### src/design/i2cm_pkg.sv
`default_nettype none
package i2cm_pkg;

  localparam int DELAY_WIDTH = 16;
  localparam int HALF_W      = 16;
  localparam int APB_AW      = 3;
  localparam int APB_DW      = 32;

  // register map
  localparam logic [APB_AW-3:0] REG_HALF_PERIOD = 1'b0;

  // engine phases
  localparam int PHASE_W = 4;
  localparam logic [PHASE_W-1:0] PH_IDLE    = 4'd0;
  localparam logic [PHASE_W-1:0] PH_ST_CHK  = 4'd1;
  localparam logic [PHASE_W-1:0] PH_RS_D1   = 4'd2;
  localparam logic [PHASE_W-1:0] PH_RS_WAIT = 4'd3;
  localparam logic [PHASE_W-1:0] PH_RS_D2   = 4'd4;
  localparam logic [PHASE_W-1:0] PH_ST_D    = 4'd5;
  localparam logic [PHASE_W-1:0] PH_B_D1    = 4'd6;
  localparam logic [PHASE_W-1:0] PH_B_WAIT  = 4'd7;
  localparam logic [PHASE_W-1:0] PH_B_D2    = 4'd8;
  localparam logic [PHASE_W-1:0] PH_SP_D1   = 4'd9;
  localparam logic [PHASE_W-1:0] PH_SP_WAIT = 4'd10;
  localparam logic [PHASE_W-1:0] PH_SP_D2   = 4'd11;
  localparam logic [PHASE_W-1:0] PH_SP_CHK  = 4'd12;
  localparam logic [PHASE_W-1:0] PH_SP_D3   = 4'd13;

  localparam logic [3:0] ACK_SLOT = 4'd8;
  localparam logic [3:0] LAST_SLOT_DONE = 4'd9;

  typedef struct packed {
    logic       scl_in;
    logic       sda_in;
    logic       cmd_valid;
    logic       req_type;
    logic       start_req;
    logic       stop_req;
    logic [7:0] tx_byte;
    logic       tx_nack;
  } tick_t;

  typedef struct packed {
    logic       scl_low;
    logic       sda_low;
    logic       busy_res;
    logic       done_res;
    logic       nack_seen;
    logic [7:0] rx_byte;
    logic       arb_lost;
  } result_t;

  // queue entry, already sorted into what the engine needs
  typedef struct packed {
    logic       scl;
    logic       sda;
    logic       cmd;
    logic       rd;
    logic       wr_start;
    logic       stop;
    logic [7:0] tx_byte;
    logic       nack;
  } entry_t;

  typedef struct packed {
    logic   valid;
    entry_t entry;
  } queue_head_t;

  // latched command: bit0 read, bit1 stop, bit2 nack
  function automatic logic slot_is_send(input logic [2:0] lcmd, input logic [3:0] bc);
    slot_is_send = lcmd[0] ? (bc == ACK_SLOT) : (bc < ACK_SLOT);
  endfunction

  function automatic logic slot_bit(input logic [2:0] lcmd, input logic [7:0] sr);
    slot_bit = lcmd[0] ? lcmd[2] : sr[7];
  endfunction

  function automatic logic slot_drive(input logic [2:0] lcmd, input logic [3:0] bc,
                                      input logic [7:0] sr);
    slot_drive = slot_is_send(lcmd, bc) ? ~slot_bit(lcmd, sr) : 1'b0;
  endfunction

endpackage
`default_nettype wire

### src/design/i2cm_tick_if.sv
`default_nettype none
interface i2cm_tick_if;
  import i2cm_pkg::*;
  logic  valid;
  logic  ready;
  tick_t data;
  modport source (output valid, output data, input ready);
  modport sink (input valid, input data, output ready);
endinterface
`default_nettype wire

### src/design/i2cm_result_if.sv
`default_nettype none
interface i2cm_result_if;
  import i2cm_pkg::*;
  logic    valid;
  logic    ready;
  result_t data;
  modport source (output valid, output data, input ready);
  modport sink (input valid, input data, output ready);
endinterface
`default_nettype wire

### src/design/i2cm_front.sv
`default_nettype none
module i2cm_front
  import i2cm_pkg::*;
(
  input  wire logic        clk,
  input  wire logic        rst,
  i2cm_tick_if.sink        tick,
  output queue_head_t      head,
  input  wire logic        pop
);

  entry_t     mem [2];
  logic       wr_ptr;
  logic       rd_ptr;
  logic [1:0] count;
  logic       push;
  entry_t     entry_in;

  assign tick.ready = (count != 2'd2);
  assign push       = tick.valid && tick.ready;

  // classify the word on the way in
  always_comb begin
    entry_in.scl      = tick.data.scl_in;
    entry_in.sda      = tick.data.sda_in;
    entry_in.cmd      = tick.data.cmd_valid;
    entry_in.rd       = tick.data.req_type;
    entry_in.wr_start = ~tick.data.req_type & tick.data.start_req;
    entry_in.stop     = tick.data.stop_req;
    entry_in.tx_byte  = tick.data.tx_byte;
    entry_in.nack     = tick.data.tx_nack;
  end

  always_ff @(posedge clk) begin
    if (push) begin
      mem[wr_ptr] <= entry_in;
    end
  end

  always_ff @(posedge clk) begin
    if (rst) begin
      wr_ptr <= 1'b0;
      rd_ptr <= 1'b0;
      count  <= 2'd0;
    end else begin
      if (push) begin
        wr_ptr <= ~wr_ptr;
      end
      if (pop) begin
        rd_ptr <= ~rd_ptr;
      end
      case ({push, pop})
        2'b10:   count <= count + 2'd1;
        2'b01:   count <= count - 2'd1;
        default: count <= count;
      endcase
    end
  end

  assign head.valid = (count != 2'd0);
  assign head.entry = mem[rd_ptr];

endmodule
`default_nettype wire

### src/design/i2cm_back.sv
`default_nettype none
module i2cm_back
  import i2cm_pkg::*;
(
  input  wire logic              clk,
  input  wire logic              rst,
  input  wire logic [HALF_W-1:0] half_period,
  input  wire queue_head_t       head,
  output logic                   pop,
  i2cm_result_if.source          result
);

  logic [PHASE_W-1:0]     phase, phase_next;
  logic [3:0]             bit_count, bit_count_next;
  logic [7:0]             shift_reg, shift_reg_next;
  logic [DELAY_WIDTH-1:0] delay_count, delay_count_next;
  logic                   started, started_next;
  logic [2:0]             lcmd, lcmd_next;
  logic                   scl_drv, scl_drv_next;
  logic                   sda_drv, sda_drv_next;

  logic                   out_valid;
  result_t                out_data;
  result_t                res;

  logic [DELAY_WIDTH-1:0] half_m;
  logic [DELAY_WIDTH-1:0] load_val;
  logic                   dz;
  logic [3:0]             bc_inc;
  logic                   finish;
  logic                   arb;
  entry_t                 e;

  assign e   = head.entry;
  assign pop = head.valid && (!out_valid || result.ready);

  assign half_m   = DELAY_WIDTH'(half_period);
  assign load_val = (half_m == '0) ? '0 : (half_m - DELAY_WIDTH'(1));
  assign dz       = (delay_count == '0);
  assign bc_inc   = bit_count + 4'd1;

  always_comb begin
    phase_next       = phase;
    bit_count_next   = bit_count;
    shift_reg_next   = shift_reg;
    delay_count_next = dz ? delay_count : (delay_count - DELAY_WIDTH'(1));
    started_next     = started;
    lcmd_next        = lcmd;
    scl_drv_next     = scl_drv;
    sda_drv_next     = sda_drv;
    arb              = 1'b0;
    finish           = 1'b0;

    case (phase)
      PH_IDLE: begin
        delay_count_next = delay_count;
        if (e.cmd) begin
          lcmd_next      = {e.nack, e.stop, e.rd};
          shift_reg_next = e.rd ? 8'h00 : e.tx_byte;
          bit_count_next = 4'd0;
          if (e.wr_start) begin
            sda_drv_next = 1'b0;
            if (started) begin
              delay_count_next = load_val;
              phase_next       = PH_RS_D1;
            end else begin
              phase_next = PH_ST_CHK;
            end
          end else begin
            sda_drv_next = slot_drive({e.nack, e.stop, e.rd}, 4'd0,
                                      e.rd ? 8'h00 : e.tx_byte);
            delay_count_next = load_val;
            phase_next       = PH_B_D1;
          end
        end
      end
      PH_ST_CHK: begin
        arb              = ~e.sda;
        sda_drv_next     = 1'b1;
        delay_count_next = load_val;
        phase_next       = PH_ST_D;
      end
      PH_RS_D1: begin
        if (dz) begin
          scl_drv_next = 1'b0;
          phase_next   = PH_RS_WAIT;
        end
      end
      PH_RS_WAIT: begin
        delay_count_next = delay_count;
        if (e.scl) begin
          delay_count_next = load_val;
          phase_next       = PH_RS_D2;
        end
      end
      PH_RS_D2: begin
        if (dz) begin
          arb              = ~e.sda;
          sda_drv_next     = 1'b1;
          delay_count_next = load_val;
          phase_next       = PH_ST_D;
        end
      end
      PH_ST_D: begin
        if (dz) begin
          scl_drv_next     = 1'b1;
          started_next     = 1'b1;
          sda_drv_next     = slot_drive(lcmd, bit_count, shift_reg);
          delay_count_next = load_val;
          phase_next       = PH_B_D1;
        end
      end
      PH_B_D1: begin
        if (dz) begin
          scl_drv_next = 1'b0;
          phase_next   = PH_B_WAIT;
        end
      end
      PH_B_WAIT: begin
        delay_count_next = delay_count;
        if (e.scl) begin
          if (slot_is_send(lcmd, bit_count)) begin
            arb = slot_bit(lcmd, shift_reg) & ~e.sda;
            if (!lcmd[0]) begin
              shift_reg_next = {shift_reg[6:0], 1'b0};
            end
          end else begin
            shift_reg_next = {shift_reg[6:0], e.sda};
          end
          delay_count_next = load_val;
          phase_next       = PH_B_D2;
        end
      end
      PH_B_D2: begin
        if (dz) begin
          scl_drv_next   = 1'b1;
          bit_count_next = bc_inc;
          if (bc_inc >= LAST_SLOT_DONE) begin
            if (lcmd[1]) begin
              sda_drv_next     = 1'b1;
              delay_count_next = load_val;
              phase_next       = PH_SP_D1;
            end else begin
              finish = 1'b1;
            end
          end else begin
            sda_drv_next     = slot_drive(lcmd, bc_inc, shift_reg);
            delay_count_next = load_val;
            phase_next       = PH_B_D1;
          end
        end
      end
      PH_SP_D1: begin
        if (dz) begin
          scl_drv_next = 1'b0;
          phase_next   = PH_SP_WAIT;
        end
      end
      PH_SP_WAIT: begin
        delay_count_next = delay_count;
        if (e.scl) begin
          delay_count_next = load_val;
          phase_next       = PH_SP_D2;
        end
      end
      PH_SP_D2: begin
        if (dz) begin
          sda_drv_next = 1'b0;
          phase_next   = PH_SP_CHK;
        end
      end
      PH_SP_CHK: begin
        arb              = ~e.sda;
        delay_count_next = load_val;
        phase_next       = PH_SP_D3;
      end
      PH_SP_D3: begin
        if (dz) begin
          started_next = 1'b0;
          finish       = 1'b1;
        end
      end
      default: begin
        delay_count_next = delay_count;
        phase_next       = PH_IDLE;
      end
    endcase

    if (finish) begin
      phase_next = PH_IDLE;
    end

    res.scl_low   = scl_drv_next;
    res.sda_low   = sda_drv_next;
    res.busy_res  = (phase_next != PH_IDLE);
    res.done_res  = finish;
    res.nack_seen = finish & ~lcmd[0] & shift_reg[0];
    res.rx_byte   = (finish & lcmd[0]) ? shift_reg : 8'h00;
    res.arb_lost  = arb;
  end

  always_ff @(posedge clk) begin
    if (rst) begin
      phase       <= PH_IDLE;
      bit_count   <= 4'd0;
      shift_reg   <= 8'h00;
      delay_count <= '0;
      started     <= 1'b0;
      lcmd        <= 3'd0;
      scl_drv     <= 1'b0;
      sda_drv     <= 1'b0;
    end else if (pop) begin
      phase       <= phase_next;
      bit_count   <= bit_count_next;
      shift_reg   <= shift_reg_next;
      delay_count <= delay_count_next;
      started     <= started_next;
      lcmd        <= lcmd_next;
      scl_drv     <= scl_drv_next;
      sda_drv     <= sda_drv_next;
    end
  end

  always_ff @(posedge clk) begin
    if (rst) begin
      out_valid <= 1'b0;
    end else if (pop) begin
      out_valid <= 1'b1;
    end else if (result.ready) begin
      out_valid <= 1'b0;
    end
  end

  always_ff @(posedge clk) begin
    if (pop) begin
      out_data <= res;
    end
  end

  assign result.valid = out_valid;
  assign result.data  = out_data;

endmodule
`default_nettype wire

### src/design/i2c_master_byte_engine.sv
`default_nettype none
// i2c master byte engine: every word on the tick channel is one clock tick of
// the bus, carrying the sampled scl/sda levels and an optional byte command
// (write with optional start or repeated start, or read with the ack/nack bit
// to send, either with optional stop). every accepted tick yields exactly one
// result word with the line drives, busy, done, the sampled ack after a write,
// the received byte after a read and a one-tick arbitration-lost flag. the
// engine waits without limit while a slave stretches scl, and a command that
// arrives while busy is dropped. the front end takes tick words into a
// two-entry queue; the back end pops one entry per cycle unless the queue is
// empty or the result side stalls, advances the phase machine by one tick and
// registers the result word. sustained rate is one word per clock in both
// directions unless the result side stalls; a result passes through the
// queue entry and then the single output register of the back end. a stall on
// the result side fills the queue and then drops tick ready. half_period_ticks
// (byte address 0, reset 250) sets every delay between line changes; zero
// counts as one tick. it may only be written while no tick is in flight.
module i2c_master_byte_engine
  import i2cm_pkg::*;
(
  input  wire logic              clk,
  input  wire logic              rst,
  i2cm_tick_if.sink              tick,
  i2cm_result_if.source          result,
  input  wire logic              psel,
  input  wire logic              penable,
  input  wire logic              pwrite,
  input  wire logic [APB_AW-1:0] paddr,
  input  wire logic [APB_DW-1:0] pwdata,
  output logic      [APB_DW-1:0] prdata,
  output logic                   pready
);

  logic [HALF_W-1:0] half_period;
  logic              reg_hit;
  logic              pop;
  queue_head_t       head;

  // config register, word aligned
  assign pready  = 1'b1;
  assign reg_hit = (paddr[APB_AW-1:2] == REG_HALF_PERIOD);

  always_ff @(posedge clk) begin
    if (rst) begin
      half_period <= HALF_W'(250);
    end else if (psel && penable && pwrite && pready && reg_hit) begin
      half_period <= pwdata[HALF_W-1:0];
    end
  end

  assign prdata = reg_hit ? {{(APB_DW-HALF_W){1'b0}}, half_period} : '0;

  // front end: tick queue
  i2cm_front u_front (
    .clk  (clk),
    .rst  (rst),
    .tick (tick),
    .head (head),
    .pop  (pop)
  );

  // back end: phase machine and result register
  i2cm_back u_back (
    .clk         (clk),
    .rst         (rst),
    .half_period (half_period),
    .head        (head),
    .pop         (pop),
    .result      (result)
  );

endmodule
`default_nettype wire
### src/flat_wrapper.sv
// flat-port wrapper written by rule: the top's interface ports become plain ports
module i2c_master_byte_engine_flat import i2cm_pkg::*;
  (clk, rst, psel, penable, pwrite, paddr, pwdata, prdata, pready, tick_valid, tick_data, tick_ready, result_valid, result_data, result_ready);
  i2cm_tick_if tick_i ();
  i2cm_result_if result_i ();
  input  wire logic clk;
  input  wire logic rst;
  input  wire logic psel;
  input  wire logic penable;
  input  wire logic pwrite;
  input  wire logic [APB_AW-1:0] paddr;
  input  wire logic [APB_DW-1:0] pwdata;
  output logic      [APB_DW-1:0] prdata;
  output logic pready;
  input wire logic [$bits(tick_i.valid)-1:0] tick_valid;
  input wire logic [$bits(tick_i.data)-1:0] tick_data;
  output wire logic [$bits(tick_i.ready)-1:0] tick_ready;
  output wire logic [$bits(result_i.valid)-1:0] result_valid;
  output wire logic [$bits(result_i.data)-1:0] result_data;
  input wire logic [$bits(result_i.ready)-1:0] result_ready;
  assign tick_i.valid = tick_valid;
  assign tick_i.data = tick_data;
  assign tick_ready = tick_i.ready;
  assign result_valid = result_i.valid;
  assign result_data = result_i.data;
  assign result_i.ready = result_ready;
  i2c_master_byte_engine u_core (.clk(clk), .rst(rst), .tick(tick_i), .result(result_i), .psel(psel), .penable(penable), .pwrite(pwrite), .paddr(paddr), .pwdata(pwdata), .prdata(prdata), .pready(pready));
endmodule
### config.mk
export PLATFORM = sky130hd
export DESIGN_NAME = i2c_master_byte_engine_flat
export DESIGN_NICKNAME = d
export VERILOG_FILES = /design/src/design/i2cm_pkg.sv /design/src/design/i2cm_tick_if.sv /design/src/design/i2cm_result_if.sv /design/src/design/i2cm_front.sv /design/src/design/i2cm_back.sv /design/src/design/i2c_master_byte_engine.sv /design/src/flat_wrapper.sv
export SDC_FILE = /design/constraint.sdc
export NUM_CORES = 1
export LEC_CHECK = 0
export ABC_AREA = 1
export BUFFER_PORTS_ARGS = -buffer_cell sky130_fd_sc_hd__buf_4
export CAP_MARGIN = 20
export CORE_ASPECT_RATIO = 1.5
export CORE_UTILIZATION = 30
export CTS_CLUSTER_SIZE = 25
export DETAILED_ROUTE_END_ITERATION = 6
export PLACE_DENSITY = 0.52
export SYNTH_ARGS = -nofsm -noshare
export SYNTH_HDL_FRONTEND = slang
export SYNTH_SLANG_ARGS = --single-unit
### constraint.sdc
create_clock -name clk -period 2.7 [get_ports clk]
set_input_delay 0.135 -clock clk [delete_from_list [all_inputs] [get_ports clk]]
set_output_delay 0.135 -clock clk [all_outputs]
set_load 0.1 [all_outputs]
* Yosys cells after proc, flatten, opt, wreduce, memory -nomap -nowiden
Memory sizes are Yosys's and may differ from the RTL's. A register that Yosys moved wholly into a read port is not among the register bits. Index checks and enable logic that the tools add are counted. Widths: inputs -> output; s select.
Word-level totals: input port bits 57, memory bits (writable) 30, memories 1, bits in registers 73, word-level logic and storage cells 173
Memories:
- u_core.u_front.mem | depth 2, width 15, read ports 1, clocked after memory_dff 1, wr ports 1, RTL line i2cm_front.sv:12 | entry_t mem [2];
Cells by class: bitwise gates (word level) 13, add/subtract/negate cells 5, magnitude comparators 3, mux-type cells 76, reduce and logical (&&, ||, !) cells 29, eq/ne operators 26
Operators by type and width (count):
- $mux 16 | 11
- $pmux 16 s6 | 1
- $mux 4 | 17
- $pmux 4 s14 | 1
- $mux 8 | 5
- $eq 4x4->1 const B | 8
- $logic_not 16->1 | 2
- $mux 1 | 32
- $sub 16x1->16 const B | 2
- $eq 4x3->1 const B | 4
- $pmux 8 s2 | 1
- $ne 2x2->1 const B | 6
- $reduce_bool 2->1 | 6
- $reduce_and 5->1 | 2
- $eq 4x2->1 const B | 2
- $lt 4x4->1 const B | 2
- $not 1->1 | 8
- $pmux 4 s2 | 1
- $reduce_and 4->1 | 2
- $ne 3x3->1 const B | 2
- $pmux 1 s2 | 3
- $pmux 1 s6 | 1
- $reduce_bool 6->1 | 1
- $reduce_or 2->1 | 3
- other kinds (20) | 29

* Logic depth before layout (Yosys ltp)
Gate-level depths: netlist (run 1).
word-level depth 7, depth in mapped cells 15, gate-level depth less buffers 15

* By module
Synthesis (run 1) repeated with hierarchy kept, for this count alone.
Unflattened totals: cell total of the unflattened synthesis 843, area total of the unflattened synthesis 6318.6 µm²
Modules (own cells, without submodules):
- i2cm_back | area each 3983.8 µm², seq. area each 1201.2 µm², instances 1, cells each 611
- i2cm_front | area each 1380.1 µm², seq. area each 1001.0 µm², instances 1, cells each 82
- i2c_master_byte_engine | area each 954.7 µm², seq. area each 320.3 µm², instances 1, cells each 150

* Worst setup path after synthesis (run 1)
Ideal clock, no wire load.
path type reg-to-reg, start point register u_core.u_back.out_valid (netlist: u_core.u_back.result.valid), end point register u_core.u_front.count[1], setup time 0.122 ns, path slack 0.113 ns, arrival 2.465 ns, cell stages (with the launch flop) 10, path through dfxtp_1 > inv_1 > nor2_1 > a21oi_2 > clkbuf_1 > ha_1 > a21oi_1 > o21ai_0 > o21ai_0 > a21oi_1
On the way: cells in the longest elaborated chain, start to end 5, elaborated cells on any way between the ends 7, those cells by class 2 x eq/ne; 1 x mux; 4 x reduce/logical
RTL lines:
- start: declaration | RTL line i2cm_back.sv:22 | logic out_valid;
- start signal: assignment | RTL line i2cm_back.sv:226 | out_valid <= 1'b0;
- start signal: assignment | RTL line i2cm_back.sv:228 | out_valid <= 1'b1;
- start signal: assignment | RTL line i2cm_back.sv:230 | out_valid <= 1'b0;
- $logic_not 1->1 * | RTL line i2cm_back.sv:35 | assign pop = head.valid && (!out_valid || result.ready);
- $logic_or 1x1->1 * | RTL line i2cm_back.sv:35
- $logic_and 1x1->1 * | RTL line i2cm_back.sv:35
- via u_core.pop | RTL line i2c_master_byte_engine.sv:36 | logic pop;
- $eq 2x1->1 / $eq 2x2->1 (equally long branches) | RTL line i2cm_front.sv:52 | case ({push, pop})
- $pmux 2 s2 / $reduce_bool 2->1 (equally long branches)
- end signal: assignment | RTL line i2cm_front.sv:53 | 2'b10: count <= count + 2'd1;
- end signal: assignment | RTL line i2cm_front.sv:54 | 2'b01: count <= count - 2'd1;
- end signal: assignment | RTL line i2cm_front.sv:55 | default: count <= count;
- end: declaration | RTL line i2cm_front.sv:15 | logic [1:0] count;
The timed path passes the listed nets; every way through them passes the cells marked *. A chain may end at the register's enable or synchronous reset.

==> impl_metrics.tcl, run 1 <==
set metrics [dict create \
    skew_ps 8.23 \
    ioPinCount 106 \
    drt_pre_antenna_iters 4 \
    cts_sinks 104 \
    clk_pin_slew_worst_paths_ps 80 \
    initial_antenna_violation_count 0 \
    synth.distinct_cells 39 \
    port-buffer-count 70 \
    ant_nets 0 \
    critPathKind "reg -> reg" \
    synth_async_sr_flop_share 0 \
    max_reg_flops 30 \
    drc 0 \
    syn-instance-count 851 \
    fin_crit_sh 0.806 \
    tritoncts "built" \
    worst_setup_path_start_kind "flip-flop" \
    slew_at_the_pin_closest_to_its_max_slew_limit_ps 586 \
    biggestRegsByFlops "u_core.u_front.mem x30, u_core.half_period x16, u_core.u_back.delay_count x16" \
    grt_pass1_vias 5412 \
    clock-root-buffer "sky130_fd_sc_hd__clkbuf_16" \
    synthFlopType "sky130_fd_sc_hd__dfxtp_1" \
    synthesis.area_per_instance_um2 7.11 \
    critPathLaunch "u_core.u_back.bit_count[1]$_SDFFE_PP0P_" \
    cts_max_path_buffers 2 \
    vias 5556 \
    synth.yosys.warnings 0 \
    max-vdd-ir-drop_mv 0.652 \
    vias_per_cell 4.62 \
    post_cts.repair.setup_buffers 0 \
    worst_slew_margin_rel 0.609 \
    fin_nets 1003 \
    dp_cells 1166 \
    final_cell_count_no_fill 1202 \
    max_flop_register "u_core.u_front.mem" \
    grt_max_degree 31 \
    crit_arrival_ps 2290 \
    detailedPlacementHpwl_um 12800 \
    floorplan.die.width_um 118 \
    final_hold_slack_ps 53.8 \
    floorplan.die_area_um2 20800 \
    rsz_0062_raised_after_global_routing "false" \
    track_usage 0.165 \
    crit-reg2reg-launch "u_core.u_back.bit_count[1]$_SDFFE_PP0P_" \
    max-cap-violations 0 \
    totalNegativeSetupSlack_ps 0 \
    post-route-min-period_ps 2180 \
    final_design_area_no_fill_um2 7310 \
    slew_viol_final 0 \
    clock.fmax_mhz 460 \
    post_synth_instance_area_um2 6050 \
    ctsHtreeMaxLevel 3 \
    timing.critical_path.required_ps 2820 \
    finalHoldViolCount 0 \
    holdCritStartpoint "pwdata[10]" \
    ys_seq_elements 104 \
    power-per-cell-area_nw_per_um2 1180 \
    run_status "completed" \
    initial_core_util 0.306 \
    post_drt_wl_per_cell_um 13.8 \
    floorplan.core_area_um2 19800 \
    die_h_um 176 \
    grt_first_pass_wirelength_um 26900 \
    remaining_global_route_overflow 0 \
    worstSkewPairLatency_ps 360 \
    total_leakage_power_nw 3.30 \
    synth-seq-area-share 0.417 \
    cts_inserted_buffers 9 \
    routed_wirelength_um 16500 \
    drtIter0Drc 330 \
    placed_cell_area_um2 6790 \
    place_congestion 0.905 \
    synth_enable_flop_cells 44 \
    critical_path.max_fanout 6 \
    worst_setup_path_end_kind "flip-flop" \
    hold_class "in -> reg" \
    finalSetupViolations 0 \
    drive_gt1_frac 0.132 \
    layout-area-overhead-vs-synth_pct 20.8 \
    core.rowCount 63 \
    insertedDiodeCount 0 \
]
synth_stat cells (5+ instances only):
library cell                 n  area share
sky130_fd_sc_hd__a21oi_1    61       0.050
sky130_fd_sc_hd__a31oi_1     6      0.0062
sky130_fd_sc_hd__buf_4      21       0.026
sky130_fd_sc_hd__clkbuf_1   14      0.0087
sky130_fd_sc_hd__dfxtp_1    60        0.20
sky130_fd_sc_hd__edfxtp_1   44        0.22
sky130_fd_sc_hd__ha_1        9       0.019
sky130_fd_sc_hd__inv_1     106       0.066
sky130_fd_sc_hd__inv_2       5      0.0031
sky130_fd_sc_hd__mux2i_1     7       0.012
sky130_fd_sc_hd__nand2_1   191        0.12
sky130_fd_sc_hd__nand2_2     5      0.0052
sky130_fd_sc_hd__nand3_1    57       0.047
sky130_fd_sc_hd__nand4_1    12       0.012
sky130_fd_sc_hd__nor2_1    127       0.079
sky130_fd_sc_hd__nor2_2      6      0.0062
sky130_fd_sc_hd__nor3_1     12      0.0099
sky130_fd_sc_hd__o211ai_1    8      0.0099
sky130_fd_sc_hd__o21ai_0    52       0.043
sky130_fd_sc_hd__o21ai_1     5      0.0041
sky130_fd_sc_hd__o22ai_1     7      0.0072
sky130_fd_sc_hd__xor2_1     11       0.016
where the power goes:
group	internal, mW	switching [mW]	leakage, nW
clock network	0.673	0.701	0.152
registers	2.09	0.280	0.909
logic	1.32	3.54	2.24
total	4.08	4.52	3.30
path summary, 6_finish.rpt:
check | end | slack (ps) | depth (start not counted)
max | u_core.u_back.result.data[11]$_DFFE_PP_ | 520 | 12
min | u_core.half_period[10]$_SDFFE_PP0P_ | 50 | 3
max reg2reg | u_core.u_back.result.data[11]$_DFFE_PP_ | 520 | 12
min reg2reg | flip-flop | 460 | 1
critical path, cell delays in order (launching register included):
cell and delay [ps]:
sky130_fd_sc_hd__dfxtp_1 430, sky130_fd_sc_hd__ha_1 230, sky130_fd_sc_hd__inv_1 60, sky130_fd_sc_hd__nand2_1 60, sky130_fd_sc_hd__nand2_1 40, sky130_fd_sc_hd__nand3_1 130, sky130_fd_sc_hd__nand2_1 120, sky130_fd_sc_hd__o21ai_0 160
sky130_fd_sc_hd__o21ai_0 110, sky130_fd_sc_hd__o21ai_0 320, sky130_fd_sc_hd__nand2_1 100, sky130_fd_sc_hd__nor2_1 120, sky130_fd_sc_hd__nand2_1 60
cell families after synthesis:
logic type / share of synthesized area
buffers and inverters: 0.111
muxes: 0.0116
xor gates and xnor gates: 0.0159
AOI/OAI and AO/OA: 0.128
other: 0.00124
adders and majority gates: 0.0186
and+or+nand+nor: 0.297
DFF: 0.417
placed cells by master (no fill, tap or decap), types with 12 or more instances in the layout:
| master | instances |
|---|---|
| sky130_fd_sc_hd__edfxtp_1 | 44 |
| sky130_fd_sc_hd__o21ai_0 | 52 |
| sky130_fd_sc_hd__nand4_1 | 12 |
| sky130_fd_sc_hd__buf_4 | 80 |
| sky130_fd_sc_hd__nand2_1 | 191 |
| sky130_fd_sc_hd__conb_1 | 17 |
| sky130_fd_sc_hd__nor2_1 | 127 |
| sky130_fd_sc_hd__nor3_1 | 12 |
| sky130_fd_sc_hd__nand3_1 | 57 |
| sky130_fd_sc_hd__a21oi_1 | 61 |
| sky130_fd_sc_hd__inv_1 | 106 |
| sky130_fd_sc_hd__dlygate4sd3_1 | 20 |
| sky130_fd_sc_hd__dfxtp_1 | 60 |
layer usage:
| metal | wire (um) | up-vias | GRT usage |
|---|---|---|---|
| met5 | 0 | - | 0 |
| met4 | 573 | 0 | 0.0791 |
| met3 | 492 | 36 | 0.0191 |
| met2 | 8970 | 127 | 0.325 |
| met1 | 6510 | 2484 | 0.170 |
| li1 | - | 2909 | - |
cell type report:
class / instances / area (um^2)
Fill cell: 2144 / 12500
Multi-Input combinational cell: 609 / 2910
Sequential cell: 104 / 2520
Timing Repair Buffer: 100 / 801
Inverter: 113 / 429
Tap cell: 260 / 325
Clock buffer: 9 / 225
Clock inverter: 7 / 91.3
repair_timing:
| action | 4_1_cts | 5_1_grt |
|---|---|---|
| endpoints found under the hold margin | 34 | 0 |
| gates resized for setup | 0 | 0 |
| hold buffers | 20 | 0 |
stage by stage:
stage	worst slack [ps]	util	total power, mW
floorplan	113	-	6.07
global route	244	0.369	9.26
finish	525	0.369	8.61
global placement	552	0.343	7.25
CTS	529	0.369	8.68
detailed placement	544	0.343	7.25
Note: power is estimated with default switching activity, not from simulation.
==> run 2: changes to the inputs <==
Settings changed: ABC_AREA 1 to 0.
Clock period 2.7 ns to 2.1 ns, I/O delays scaled along.
==> run 2 against run 1 <==
The flow now finishes with violations (setup timing). Combinational power up 110%. Critical path type unchanged. Largest power group unchanged. Clock power up 26%. Critical path depth down 5.
==> impl_metrics.tcl, run 2 <==
set metrics [dict create \
    run_status "finished with violations" \
    failed_checks "setup timing" \
    max_reg_flops 30 \
    p_int_mw 7.79 \
    synth_enable_flop_cells 44 \
    ys_seq_elements 104 \
    floorplan.die.width_um 116 \
    final.fill_count 1864 \
    floorplan.core_area_um2 19200 \
    synthFlopType "sky130_fd_sc_hd__dfxtp_1" \
    slew_viol_final 0 \
    max-vdd-ir-drop_mv 1.07 \
    post-route-min-period_ps 2200 \
    ys_top_cells_by_area "sky130_fd_sc_hd__edfxtp_1, sky130_fd_sc_hd__dfxtp_1, sky130_fd_sc_hd__nor2_1, sky130_fd_sc_hd__nand2_1, sky130_fd_sc_hd__a21oi_1" \
    crit_arrival_ps 2460 \
    grt_first_pass_wirelength_um 29400 \
    hold_class "in -> reg" \
    layout.cells.most_common "sky130_fd_sc_hd__buf_4" \
    synth-seq-area-share 0.429 \
    footprint_of_the_multi_input_gates_um2 3450 \
    synth_async_sr_flop_share 0 \
    worst_setup_path_end_kind "flip-flop" \
    ant_nets 0 \
    worst_slew_margin_rel 0.577 \
    finalHoldViolCount 0 \
    synthXorXnorAreaFrac 0.0253 \
    most-common-layout-cells "sky130_fd_sc_hd__buf_4, sky130_fd_sc_hd__nor2_1, sky130_fd_sc_hd__nand2_1" \
    total_power_mw 15.0 \
    cts_sinks 104 \
    cts_inserted_buffers 9 \
    place_congestion 0.947 \
    synthesis.area_per_instance_um2 9.02 \
    max-cap-violations 0 \
    synthSimpleGateAreaFrac 0.245 \
    mux_contribution_to_synthesized_area 0.0351 \
    clock-root-buffer "sky130_fd_sc_hd__clkbuf_16" \
    synthTopCellsByCount "sky130_fd_sc_hd__nor2_1, sky130_fd_sc_hd__nand2_1, sky130_fd_sc_hd__dfxtp_1" \
    biggestRegsByFlops "u_core.u_front.mem x30, u_core.half_period x16, u_core.u_back.delay_count x16" \
    track_usage 0.190 \
    slew_at_the_pin_closest_to_its_max_slew_limit_ps 631 \
    post_synth_instance_area_um2 5880 \
    grt_pass1_vias 5778 \
    ioPinCount 106 \
    place_worst_setup_slack_ps -175 \
    synth_top_area_frac 0.225 \
    skew_ps 8.47 \
    combinationalPowerShare 0.685 \
    max_flop_register "u_core.u_front.mem" \
    vias_per_cell 5.12 \
    grt_max_degree 32 \
    fin_nets 922 \
    dp_cells 1066 \
    post_drt_wl_per_cell_um 16.6 \
    main_combinational_cell_family_by_area_after_synthesis "simple AND/OR/NAND/NOR gates" \
    rsz_0062_raised_after_global_routing "true" \
    timing.final.ws_setup_ps -99.4 \
    timing.critical_path.required_ps 2360 \
    insertedDiodeCount 0 \
    synth-compound-area-share 0.183 \
    tritoncts "built" \
    layout-area-overhead-vs-synth_pct 45.7 \
    die_h_um 173 \
    clock.fmax_mhz 455 \
    fin_crit_sh 1.05 \
    detailedPlacementHpwl_um 13900 \
    routed_wirelength_um 18500 \
    initial_antenna_violation_count 0 \
    finalSetupViolations 13 \
    critical_path.max_fanout 7 \
    cts_max_path_buffers 2 \
    critPathKind "reg -> reg" \
    drive_gt1_frac 0.362 \
    synth_area_leader_cell "sky130_fd_sc_hd__edfxtp_1" \
    power.clock.fraction 0.115 \
    worst_setup_path_start_kind "flip-flop" \
    worstSkewPairLatency_ps 360 \
    floorplan.die_area_um2 20200 \
    total_leakage_power_nw 3.38 \
    layout.area.seq_um2 2540 \
    remaining_global_route_overflow 0 \
    drt_pre_antenna_iters 5 \
    final_cell_count_no_fill 1117 \
    post_synth_fa_ha_maj_area_fraction 0.0192 \
    core.rowCount 62 \
    vias 5721 \
    syn-instance-count 652 \
    seq_power_share 0.200 \
    yosysMostFrequentCell "sky130_fd_sc_hd__nor2_1" \
    power_switching_mw 7.19 \
    netSwitchingFraction 0.480 \
    synth.distinct_cells 76 \
    fin_util 0.447 \
    port-buffer-count 70 \
    drc 0 \
    synth.yosys.warnings 0 \
    ctsHtreeMaxLevel 3 \
    initial_core_util 0.307 \
    power-per-cell-area_nw_per_um2 1750 \
    drtIter0Drc 233 \
    clk_pin_slew_worst_paths_ps 80 \
]
==> run 2: changes by cell type after synthesis, moves of 10 or more <==
cell	change
sky130_fd_sc_hd__nor2_1	-62
sky130_fd_sc_hd__and3_1	+10
sky130_fd_sc_hd__clkbuf_1	+11
sky130_fd_sc_hd__a21oi_1	-19
sky130_fd_sc_hd__nor2b_1	+23
sky130_fd_sc_hd__nand2_1	-130
sky130_fd_sc_hd__o21ai_0	-31
sky130_fd_sc_hd__nor3_1	+10
sky130_fd_sc_hd__inv_1	-88
sky130_fd_sc_hd__nand3_1	-42
sky130_fd_sc_hd__a211oi_1	+17
==> run 2: power groups by stage <==
stage | Sequential, mW | Combinational (mW) | Clock [mW]
after floorplan | 3.79 | 4.29 | 0
after global routing | 3.06 | 10.9 | 1.85
after global placement | 3.02 | 8.66 | 0
final | 3.00 | 10.3 | 1.72
after detailed placement | 3.04 | 8.66 | 0
after CTS | 3.01 | 9.64 | 1.78
==> run 2: final timing paths <==
check	depth (start not counted)	end	slack (ps)	startpoint
setup reg to reg	7	u_core.u_back.delay_count[9]$_SDFFE_PP0P_	-100	u_core.u_back.delay_count[13]$_SDFFE_PP0P_
setup / recovery	7	u_core.u_back.delay_count[9]$_SDFFE_PP0P_	-100	u_core.u_back.delay_count[13]$_SDFFE_PP0P_
hold / removal	3	u_core.half_period[0]$_SDFFE_PP0P_	20	pwdata[0]
hold reg to reg	2	u_core.u_back.bit_count[2]$_SDFFE_PP0P_	510	u_core.u_back.bit_count[2]$_SDFFE_PP0P_
==> run 2: cell type report <==
cell class / count / area share
clock buffers: 9 / 0.0263
clock inverters: 7 / 0.0101
inverters: 19 / 0.00832
multi-input cells: 489 / 0.402
flip-flops and latches: 104 / 0.297
well taps: 256 / 0.0374
repair buffers: 233 / 0.219
==> run 2: metrics by stage <==
| stage | setup TNS [ps] | hold WS, ps | cell area [um^2] |
|---|---|---|---|
| after global placement | -1600 | 290 | 7520 |
| after CTS | -590 | 2.21 | 8380 |
| after floorplan | -134 | 204 | 5970 |
| after detailed placement | -2120 | 293 | 7520 |
| final | -690 | 15.7 | 8570 |
| after global routing | -2180 | 7.79 | 8570 |
==> run 2: per-layer routing <==
metal / up-vias / wire, um / global-route usage
met3: 50 / 504 / 0.0266
met2: 138 / 10500 / 0.365
met4: 0 / 774 / 0.101
li1: 2778 / - / -
met1: 2755 / 6770 / 0.190
met5: - / 0 / 0
==> run 2: repair_timing <==
item                                   CTS  global route
pin swaps                               18            14
hold buffers                            27             0
setup endpoints to repair               22            44
endpoints found under the hold margin   41             0
resized for setup                       49            39
gates cloned                             0             1
buffers inserted                         7             1
==> run 2: kinds of logic (layout without fill, tap and decap cells) <==
logic type / after synthesis / after routing
AND/OR/NAND/NOR: 270 / 270
XOR/XNOR: 17 / 17
buffers and inverters: 74 / 268
other: 2 / 17
flip-flops: 104 / 104
AO/OA/AOI/OAI: 156 / 156
multiplexers: 20 / 20
adder cells (fa/ha/maj): 9 / 9
==> run 2: worst max-delay path, stage by stage (launching register included) <==
cell,delay [ps]
sky130_fd_sc_hd__dfxtp_2,350
sky130_fd_sc_hd__nor4_4,280
sky130_fd_sc_hd__and4b_2,360
sky130_fd_sc_hd__nand2_4,110
sky130_fd_sc_hd__a221oi_2,300
sky130_fd_sc_hd__buf_4,220
sky130_fd_sc_hd__mux2_2,340
sky130_fd_sc_hd__o32ai_1,140
